--- config.mk ---
export PLATFORM = sky130hd
export DESIGN_NAME = mner_ctrl
export DESIGN_NICKNAME = d
export VERILOG_FILES = /design/src/sv/mner_pkg.sv /design/src/sv/mner_ctrl.sv
export SDC_FILE = /design/constraint.sdc
export NUM_CORES = 1
export LEC_CHECK = 0
export BUFFER_PORTS_ARGS = -buffer_cell sky130_fd_sc_hd__buf_2
export CAP_MARGIN = 15
export CELL_PAD_IN_SITES_DETAIL_PLACEMENT = 0
export CELL_PAD_IN_SITES_GLOBAL_PLACEMENT = 1
export CORE_AREA = 4 4 41 43
export DETAILED_ROUTE_END_ITERATION = 8
export DIE_AREA = 0 0 45 47
export PLACE_DENSITY = 0.45
export SLEW_MARGIN = 20
export SYNTH_ARGS = -nofsm -noshare
export SYNTH_HDL_FRONTEND = slang
export SYNTH_SLANG_ARGS = --single-unit
--- constraint.sdc ---
create_clock -name clk -period 1 [get_ports clk]
set_input_delay 0.15 -clock clk [delete_from_list [all_inputs] [get_ports clk]]
set_output_delay 0.15 -clock clk [all_outputs]
set_load 0.05 [all_outputs]
--- src/sv/mner_pkg.sv ---
`default_nettype none
// ----------------------------------------------------------------------------
// mner_pkg
// Shared types, constants and small tables for the mesh edge neighbor
// recorder: table entry layout, controller states and control signal groups.
// ----------------------------------------------------------------------------
package mner_pkg;

    localparam int FACET_W    = 10;
    localparam int EDGE_W     = 3;
    localparam int SLOT_W     = 11;
    localparam int CODE_W     = 3;
    localparam int CNT_W      = 32;
    localparam int SEL_W      = 2;
    localparam int APB_DATA_W = 32;
    localparam int APB_ADDR_W = 3;

    localparam logic [SLOT_W-1:0]     SLOT_EMPTY      = '1;
    localparam logic [EDGE_W-1:0]     EDGE_FWD_MAX    = 3'd2;
    localparam logic [CODE_W-1:0]     CODE_FLIP       = 3'd3;
    localparam logic [CNT_W-1:0]      EDGE_STEP       = 32'd2;
    localparam logic [SEL_W-1:0]      EMPTY_ONE_EDGE  = 2'd2;
    localparam logic [SEL_W-1:0]      EMPTY_TWO_EDGE  = 2'd1;
    localparam logic [APB_ADDR_W-1:0] ADDR_ERROR_HOLD = 3'd0;

    typedef struct packed {
        logic [2:0][SLOT_W-1:0] slot;
        logic [2:0][CODE_W-1:0] code;
    } entry_t;

    localparam int ENTRY_W = $bits(entry_t);

    localparam entry_t RESET_ENTRY = '{
        slot: {SLOT_EMPTY, SLOT_EMPTY, SLOT_EMPTY},
        code: '0
    };

    typedef enum logic [2:0] {
        ST_CLEAR,
        ST_IDLE,
        ST_READ,
        ST_REC_A,
        ST_REC_B
    } state_t;

    typedef struct packed {
        logic clear_wr;
        logic load;
        logic emit_read;
        logic wr_a;
        logic wr_b;
    } cmd_t;

    typedef struct packed {
        logic clear_last;
    } status_t;

    // slot of an edge code: code mod 3
    function automatic logic [SEL_W-1:0] slot_of(input logic [EDGE_W-1:0] e);
        logic [SEL_W-1:0] s;
        case (e)
            3'd0, 3'd3, 3'd6: s = 2'd0;
            3'd1, 3'd4, 3'd7: s = 2'd1;
            default:          s = 2'd2;
        endcase
        return s;
    endfunction

    // opposite vertex of an edge code: (code + 2) mod 3
    function automatic logic [CODE_W-1:0] opp_of(input logic [EDGE_W-1:0] e);
        logic [CODE_W-1:0] c;
        case (e)
            3'd0, 3'd3, 3'd6: c = 3'd2;
            3'd1, 3'd4, 3'd7: c = 3'd0;
            default:          c = 3'd1;
        endcase
        return c;
    endfunction

    function automatic logic [SEL_W-1:0] empty_count(input entry_t e);
        logic [SEL_W-1:0] n;
        n = '0;
        for (int k = 0; k < 3; k++) begin
            if (e.slot[k] == SLOT_EMPTY) begin
                n = n + 2'd1;
            end
        end
        return n;
    endfunction

endpackage
`default_nettype wire

--- src/sv/mner_ctrl.sv ---
`default_nettype none
// ----------------------------------------------------------------------------
// mner_ctrl
// Controller: sequences the table clearing pass, request acceptance, the
// read-modify-write of both facet entries and the result strobe.
// ----------------------------------------------------------------------------
module mner_ctrl (
    input  wire logic              clk,
    input  wire logic              rst_n,
    input  wire logic              start,
    input  wire logic              action,
    input  wire mner_pkg::status_t status,
    output mner_pkg::cmd_t         cmd,
    output logic                   busy
);

    import mner_pkg::*;

    state_t state_reg;
    state_t state_next;

    always_ff @(posedge clk or negedge rst_n)
    begin
        if (!rst_n)
        begin
            state_reg <= ST_CLEAR;
        end
        else
        begin
            state_reg <= state_next;
        end
    end

    always_comb
    begin
        state_next = state_reg;
        unique case (state_reg)
            ST_CLEAR:
            begin
                if (status.clear_last)
                begin
                    state_next = ST_IDLE;
                end
            end
            ST_IDLE:
            begin
                if (start)
                begin
                    state_next = action ? ST_READ : ST_REC_A;
                end
            end
            ST_READ:  state_next = ST_IDLE;
            ST_REC_A: state_next = ST_REC_B;
            ST_REC_B: state_next = ST_IDLE;
            default:  state_next = ST_CLEAR;
        endcase
    end

    always_comb
    begin
        cmd  = '0;
        busy = 1'b1;
        unique case (state_reg)
            ST_CLEAR: cmd.clear_wr = 1'b1;
            ST_IDLE:
            begin
                busy     = 1'b0;
                cmd.load = start;
            end
            ST_READ:  cmd.emit_read = 1'b1;
            ST_REC_A: cmd.wr_a      = 1'b1;
            ST_REC_B: cmd.wr_b      = 1'b1;
            default:  busy          = 1'b1;
        endcase
    end

endmodule
`default_nettype wire

==> flow_metrics.py, run 1 <==
metrics = {
    "place": {
        "port_buffers": 10,
        "hpwlAfterDp_um": 405,
        "place.gp.congestion": 0.691,
        "place_area_um2": 308,
    },
    "finish": {
        "synthToLayoutAreaGrowth_pct": 132,
        "seqCellArea_um2": 78.8,
        "layout-drive-gt1-share_pct": 81.6,
        "nFillCells": 156,
        "nets": 44,
        "diodes": 0,
        "design_area_um2": 407,
        "largest_register_ffs": 3,
        "multi_input_area_um2": 125,
    },
    "yosys": {
        "async_flop_share_pct": 100,
        "ys_warn_count": 0,
        "synth_edf_count": 0,
        "synth_cell_type_count": 12,
        "syn_area_per_cell_um2": 9.73,
        "synth_area_leaders": "dfrtp_1, nor3b_1, a2111oi_2, and3_2, or3b_1",
        "yosys.area.top_type": "dfrtp_1",
        "synth_nets": 23,
        "seq_area_frac_synth_pct": 42.9,
        "synthTopCellsByCount": "dfrtp_1, nor3b_1, and3_2, nor2_1",
        "yosysTopAreaCellShare_pct": 42.9,
        "synthCells": 18,
        "ys_dominant_reg_cell": "dfrtp_1",
        "syn_area_um2": 175,
        "ys_ff_latch": 3,
    },
    "setup_path": {
        "reg2reg_slack_ps": -140,
        "crit_chain": "nor2_4, and3_2, buf_6",
        "critical_path_arrival_ps": 1180,
        "critPathMaxFanout": 8,
        "critical_path.slowest_cell": "dfrtp_2",
        "end_kind": "output port",
        "crit_required_ps": 850,
        "cp-start-kind": "flip-flop",
        "crit_type": "reg2out",
        "crit_path_max_incr_delay_ps": 480,
    },
    "route": {
        "final_antenna_net_count": 0,
        "drc": 0,
        "maxUsedRoutingLayer": "met4",
        "drt_pre_antenna_iters": 2,
        "wl_met3_um": 55,
        "wl_met1_um": 215,
        "met2_length_um": 258,
        "wl_um": 549,
        "first_iter_violations": 1,
        "vias": 213,
        "wl_per_cell_um": 10.4,
        "viasPerCell": 4.02,
    },
    "clock_tree": {
        "clock_latency_ps": 230,
        "post_cts_buffers": 0,
        "cts_root_buf": "clkbuf_4",
        "cts.clk_slew.worst_paths_ps": 40,
        "numCtsBuffers": 3,
        "max-clock-path-buffers": 2,
        "cts_sinks": 3,
        "tritoncts": "done",
        "htreeDepth": 1,
    },
    "global_routing": {
        "overflow": 0,
        "grt_max_degree": 9,
        "track_usage_pct": 7.12,
        "grt_first_pass_wirelength_um": 1030,
        "antenna_found_initial": 0,
        "grt_pass1_vias": 269,
    },
    "die": {
        "die_area_um2": 2120,
        "ios": 11,
        "core_area_um2": 1300,
        "initial_utilization_pct": 13.5,
        "die-width_um": 45,
        "rows": 13,
        "die_h_um": 47,
    },
    "power": {
        "p_per_area_nw_per_um2": 3770,
        "peakVddDrop_mv": 0.888,
        "p_leak_nw": 0.188,
    },
    "timing": {
        "worst_slew_pin_slew_ps": 247,
        "fin_crit_ps": 1330,
        "finalClockSkew_ps": 0.463,
        "setup_viol": 7,
        "setup_tns_ps": -1890,
        "fin_crit_sh_pct": 133,
        "finalMaxSlewViolations": 0,
        "clock.fmax_ghz": 0.753,
        "relSlewSlack_pct": 83.5,
        "worst_slack_ps": -328,
        "finalHoldViolCount": 0,
        "rsz0062_at_grt": "yes",
    },
    "run_status": {
        "violations": "setup timing",
        "outcome": "finished, violations left",
    },
    "run": {
        "drv_cap": 0,
    },
    "worst_hold_path": {
        "hold_class": "in2reg",
    },
}
-- metrics by stage --
step	utilization (%)	hold slack [ps]	instances	total power [W]	setup WS (ps)
after CTS	30.7	226	53	0.00154	-338
after global routing	31.3	227	53	0.00164	-381
final	31.3	230	53	0.00153	-328
after detailed placement	23.7	-53.7	48	0.00111	-210
after global placement	23.7	-54.2	48	0.00110	-194
after floorplan	-	-146	18	0.000854	-232
-- where the power goes --
group          total (W)  leakage, nW  switching (W)  internal [W]
clock           0.000211       0.0150      0.0000616      0.000149
sequential      0.000299       0.0346       0.000122      0.000177
combinational    0.00102        0.138       0.000540      0.000480
-- cells in the final DEF, fill, tap and decap left out, drive strengths merged --
| cell | synthesis | layout |
|---|---|---|
| a2111oi | 1 | 1 |
| or3b | 1 | 1 |
| buf | 1 | 16 |
| and3 | 2 | 2 |
| dfrtp | 3 | 3 |
| nand2 | 1 | 1 |
| nor2 | 2 | 2 |
| clkbuf | 0 | 4 |
| dlygate4sd3 | 0 | 1 |
| and2 | 1 | 1 |
| inv | 1 | 1 |
| nor3b | 3 | 3 |
| nor3 | 1 | 1 |
| o21ai | 1 | 1 |
-- final cells by class --
type / count / share of cell area [%]
timing repair buffer: 17 / 37.8
multi-input combinational: 13 / 30.8
sequential: 3 / 19.4
clock buffer: 4 / 6.46
tap: 15 / 4.62
inverter: 1 / 0.923
-- worst paths after layout --
path,from,end,cells after the start
worst max-delay path,state_reg[2],cmd[3],3
worst max register to register,state_reg[2],state_reg[0],2
worst min register to register,state_reg[2],state_reg[2],1
min in group asynchronous,rst_n,state_reg[0],2
worst min-delay path,start,state_reg[1],2
max in group asynchronous,rst_n,state_reg[1],2
-- routing by layer --
layer	up-vias	GRT usage [%]
li1	104	-
met1	96	7.31
met2	11	11.0
met3	2	1.53
met4	0	8.77
met5	-	0
-- worst max-delay path: cells and delay by family (launching register included) --
kind	cells	cell delay [ps]
buf+inv	1	150
flops	1	480
simple gates	2	310
-- kinds of logic (layout without fill, tap and decap cells) --
kind of cell	after synthesis	count (layout)	synth area share, %
buffers and inverters	2	22	6.43
flip-flops	3	3	42.9
AO/OA/AOI/OAI	2	2	11.4
AND/OR/NAND/NOR	11	11	39.3
-- timing repair --
item,in CTS,in global routing
hold buffers,1,0
resized for setup,17,2
endpoints found under the hold margin,3,0
setup endpoints to repair,7,8
Note: power is estimated with default switching activity, not from simulation.
==> run 2, diff against run 1 <==
--- a/config.mk
+++ b/config.mk
@@ -12,7 +12,8 @@
 export CORE_AREA = 4 4 41 43
 export DETAILED_ROUTE_END_ITERATION = 8
 export DIE_AREA = 0 0 45 47
-export PLACE_DENSITY = 0.45
+export PLACE_DENSITY_LB_ADDON = 0.1
+export REMOVE_ABC_BUFFERS = 1
 export SLEW_MARGIN = 20
 export SYNTH_ARGS = -nofsm -noshare
 export SYNTH_HDL_FRONTEND = slang
==> flow_metrics.py, run 2 (synthesis gave the netlist of run 1 again) <==
metrics = {
    "global_routing": {
        "overflow": 0,
        "grt_first_pass_wirelength_um": 924,
        "antenna_found_initial": 0,
        "met2_usage_pct": 9.32,
        "grt_pass1_vias": 228,
        "track_usage_pct": 6.50,
        "top_usage_layer": "met2",
        "grt_max_degree": 8,
        "gr-usage-met3_pct": 2.30,
        "use_met1_pct": 7.11,
    },
    "timing": {
        "fin_crit_sh_pct": 129,
        "fin_crit_ps": 1290,
        "clock.fmax_ghz": 0.773,
        "finalClockSkew_ps": 0.0387,
        "setup_viol": 7,
        "worst_slew_pin_slew_ps": 242,
        "rsz0062_at_grt": "yes",
        "relSlewSlack_pct": 83.8,
        "finalHoldViolCount": 0,
        "finalMaxSlewViolations": 0,
        "worst_slack_ps": -293,
    },
    "setup_path": {
        "critical_path_arrival_ps": 1140,
        "crit_chain": "nor2_2, and3_2, buf_6",
        "crit_path_max_incr_delay_ps": 430,
        "crit_type": "reg2out",
        "cp-start-kind": "flip-flop",
        "critPathMaxFanout": 7,
        "end_kind": "output port",
        "ff2ff_path_depth": 3,
        "crit_required_ps": 850,
        "critical_path.slowest_cell": "dfrtp_2",
    },
    "finish": {
        "multi_input_area_um2": 109,
        "largest_register_ffs": 3,
        "seqCellArea_um2": 78.8,
        "nets": 44,
        "design_area_um2": 379,
        "fin_util_pct": 29.1,
        "nFillCells": 152,
        "final_common_cell": "buf_4",
        "synthToLayoutAreaGrowth_pct": 116,
        "layout-drive-gt1-share_pct": 78.9,
        "final_cell_mix": "buf_4, buf_2, buf_6, clkbuf_4, dfrtp_2",
        "diodes": 0,
        "layoutNonFillerInstCount": 53,
    },
    "place": {
        "dp_slack_ps": -185,
        "port_buffers": 10,
        "place.gp.congestion": 0.667,
        "place_area_um2": 259,
        "dp.cells": 45,
    },
    "route": {
        "drc": 0,
        "drt_pre_antenna_iters": 2,
        "viasPerCell": 3.92,
        "final_antenna_net_count": 0,
        "first_iter_violations": 3,
        "wl_per_cell_um": 10.1,
        "wl_um": 536,
        "vias": 208,
    },
    "die": {
        "die-width_um": 45,
        "initial_utilization_pct": 13.5,
        "die_area_um2": 2120,
        "die_h_um": 47,
        "core_area_um2": 1300,
        "rows": 13,
        "ios": 11,
    },
    "clock_tree": {
        "cts_root_buf": "clkbuf_4",
        "numCtsBuffers": 3,
        "htreeDepth": 1,
        "cts_sinks": 3,
        "clock_latency_ps": 230,
        "cts.clk_slew.worst_paths_ps": 40,
        "tritoncts": "done",
        "max-clock-path-buffers": 2,
    },
    "worst_hold_path": {
        "hold_class": "in2reg",
        "worstHoldPathCells": 2,
    },
    "power": {
        "p_per_area_nw_per_um2": 3890,
        "peakVddDrop_mv": 1.06,
        "p_leak_nw": 0.181,
    },
    "run_status": {
        "violations": "setup timing",
        "outcome": "finished, violations left",
    },
    "run": {
        "drv_cap": 0,
    },
}
-- run 2: path summary, 6_finish.rpt --
check	start	to	slack [ps]
setup / recovery	state_reg[1]	cmd[3]	-290
hold / removal	start	state_reg[1]	230
setup reg to reg	state_reg[2]	state_reg[0]	-220
hold reg to reg	state_reg[2]	state_reg[2]	530
max in group asynchronous	rst_n	state_reg[0]	640
min in group asynchronous	rst_n	state_reg[2]	240
-- run 2: what timing repair did --
item,CTS,global route
gates resized for setup,20,0
setup buffers,3,0
endpoints found under the setup margin,8,8
endpoints found under the hold margin,3,0
hold buffers,1,0
pin swaps,2,0
-- run 2: critical path, delay by kind of cell, from the launching register on --
kind / cells / cell delay [ps]
buffers and inverters: 1 / 150
flip-flops: 1 / 430
AND/OR/NAND/NOR: 2 / 320
-- run 2: through the flow --
| stage | TNS [ps] | hold WS, ps | power, W |
|---|---|---|---|
| global placement | -942 | -53.7 | 0.000992 |
| finish | -1770 | 231 | 0.00148 |
| floorplan | -3380 | -146 | 0.000749 |
| CTS | -1860 | 225 | 0.00150 |
| detailed placement | -965 | -51.1 | 0.000989 |
| global route | -2180 | 238 | 0.00156 |
-- run 2: final cells by class --
| cell class | instances | area share [%] |
|---|---|---|
| Clock buffer | 4 | 6.93 |
| Inverter | 1 | 0.990 |
| Multi-Input combinational cell | 13 | 28.7 |
| Sequential cell | 3 | 20.8 |
| Tap cell | 15 | 4.95 |
| Timing Repair Buffer | 17 | 37.6 |
-- run 2: routing by layer --
| metal | wire length [um] | share of wire [%] |
|---|---|---|
| met1 | 230 | 43 |
| met2 | 283 | 53 |
| met3 | 21 | 3.9 |
| met4 | 0 | 0 |
| met5 | 0 | 0 |
-- run 2: where the power goes --
group / switching (W) / internal (W) / total, W / leakage [nW]
Clock: 0.0000634 / 0.000150 / 0.000213 / 0.0150
Combinational: 0.000547 / 0.000451 / 0.000997 / 0.132
Sequential: 0.0000878 / 0.000177 / 0.000265 / 0.0346
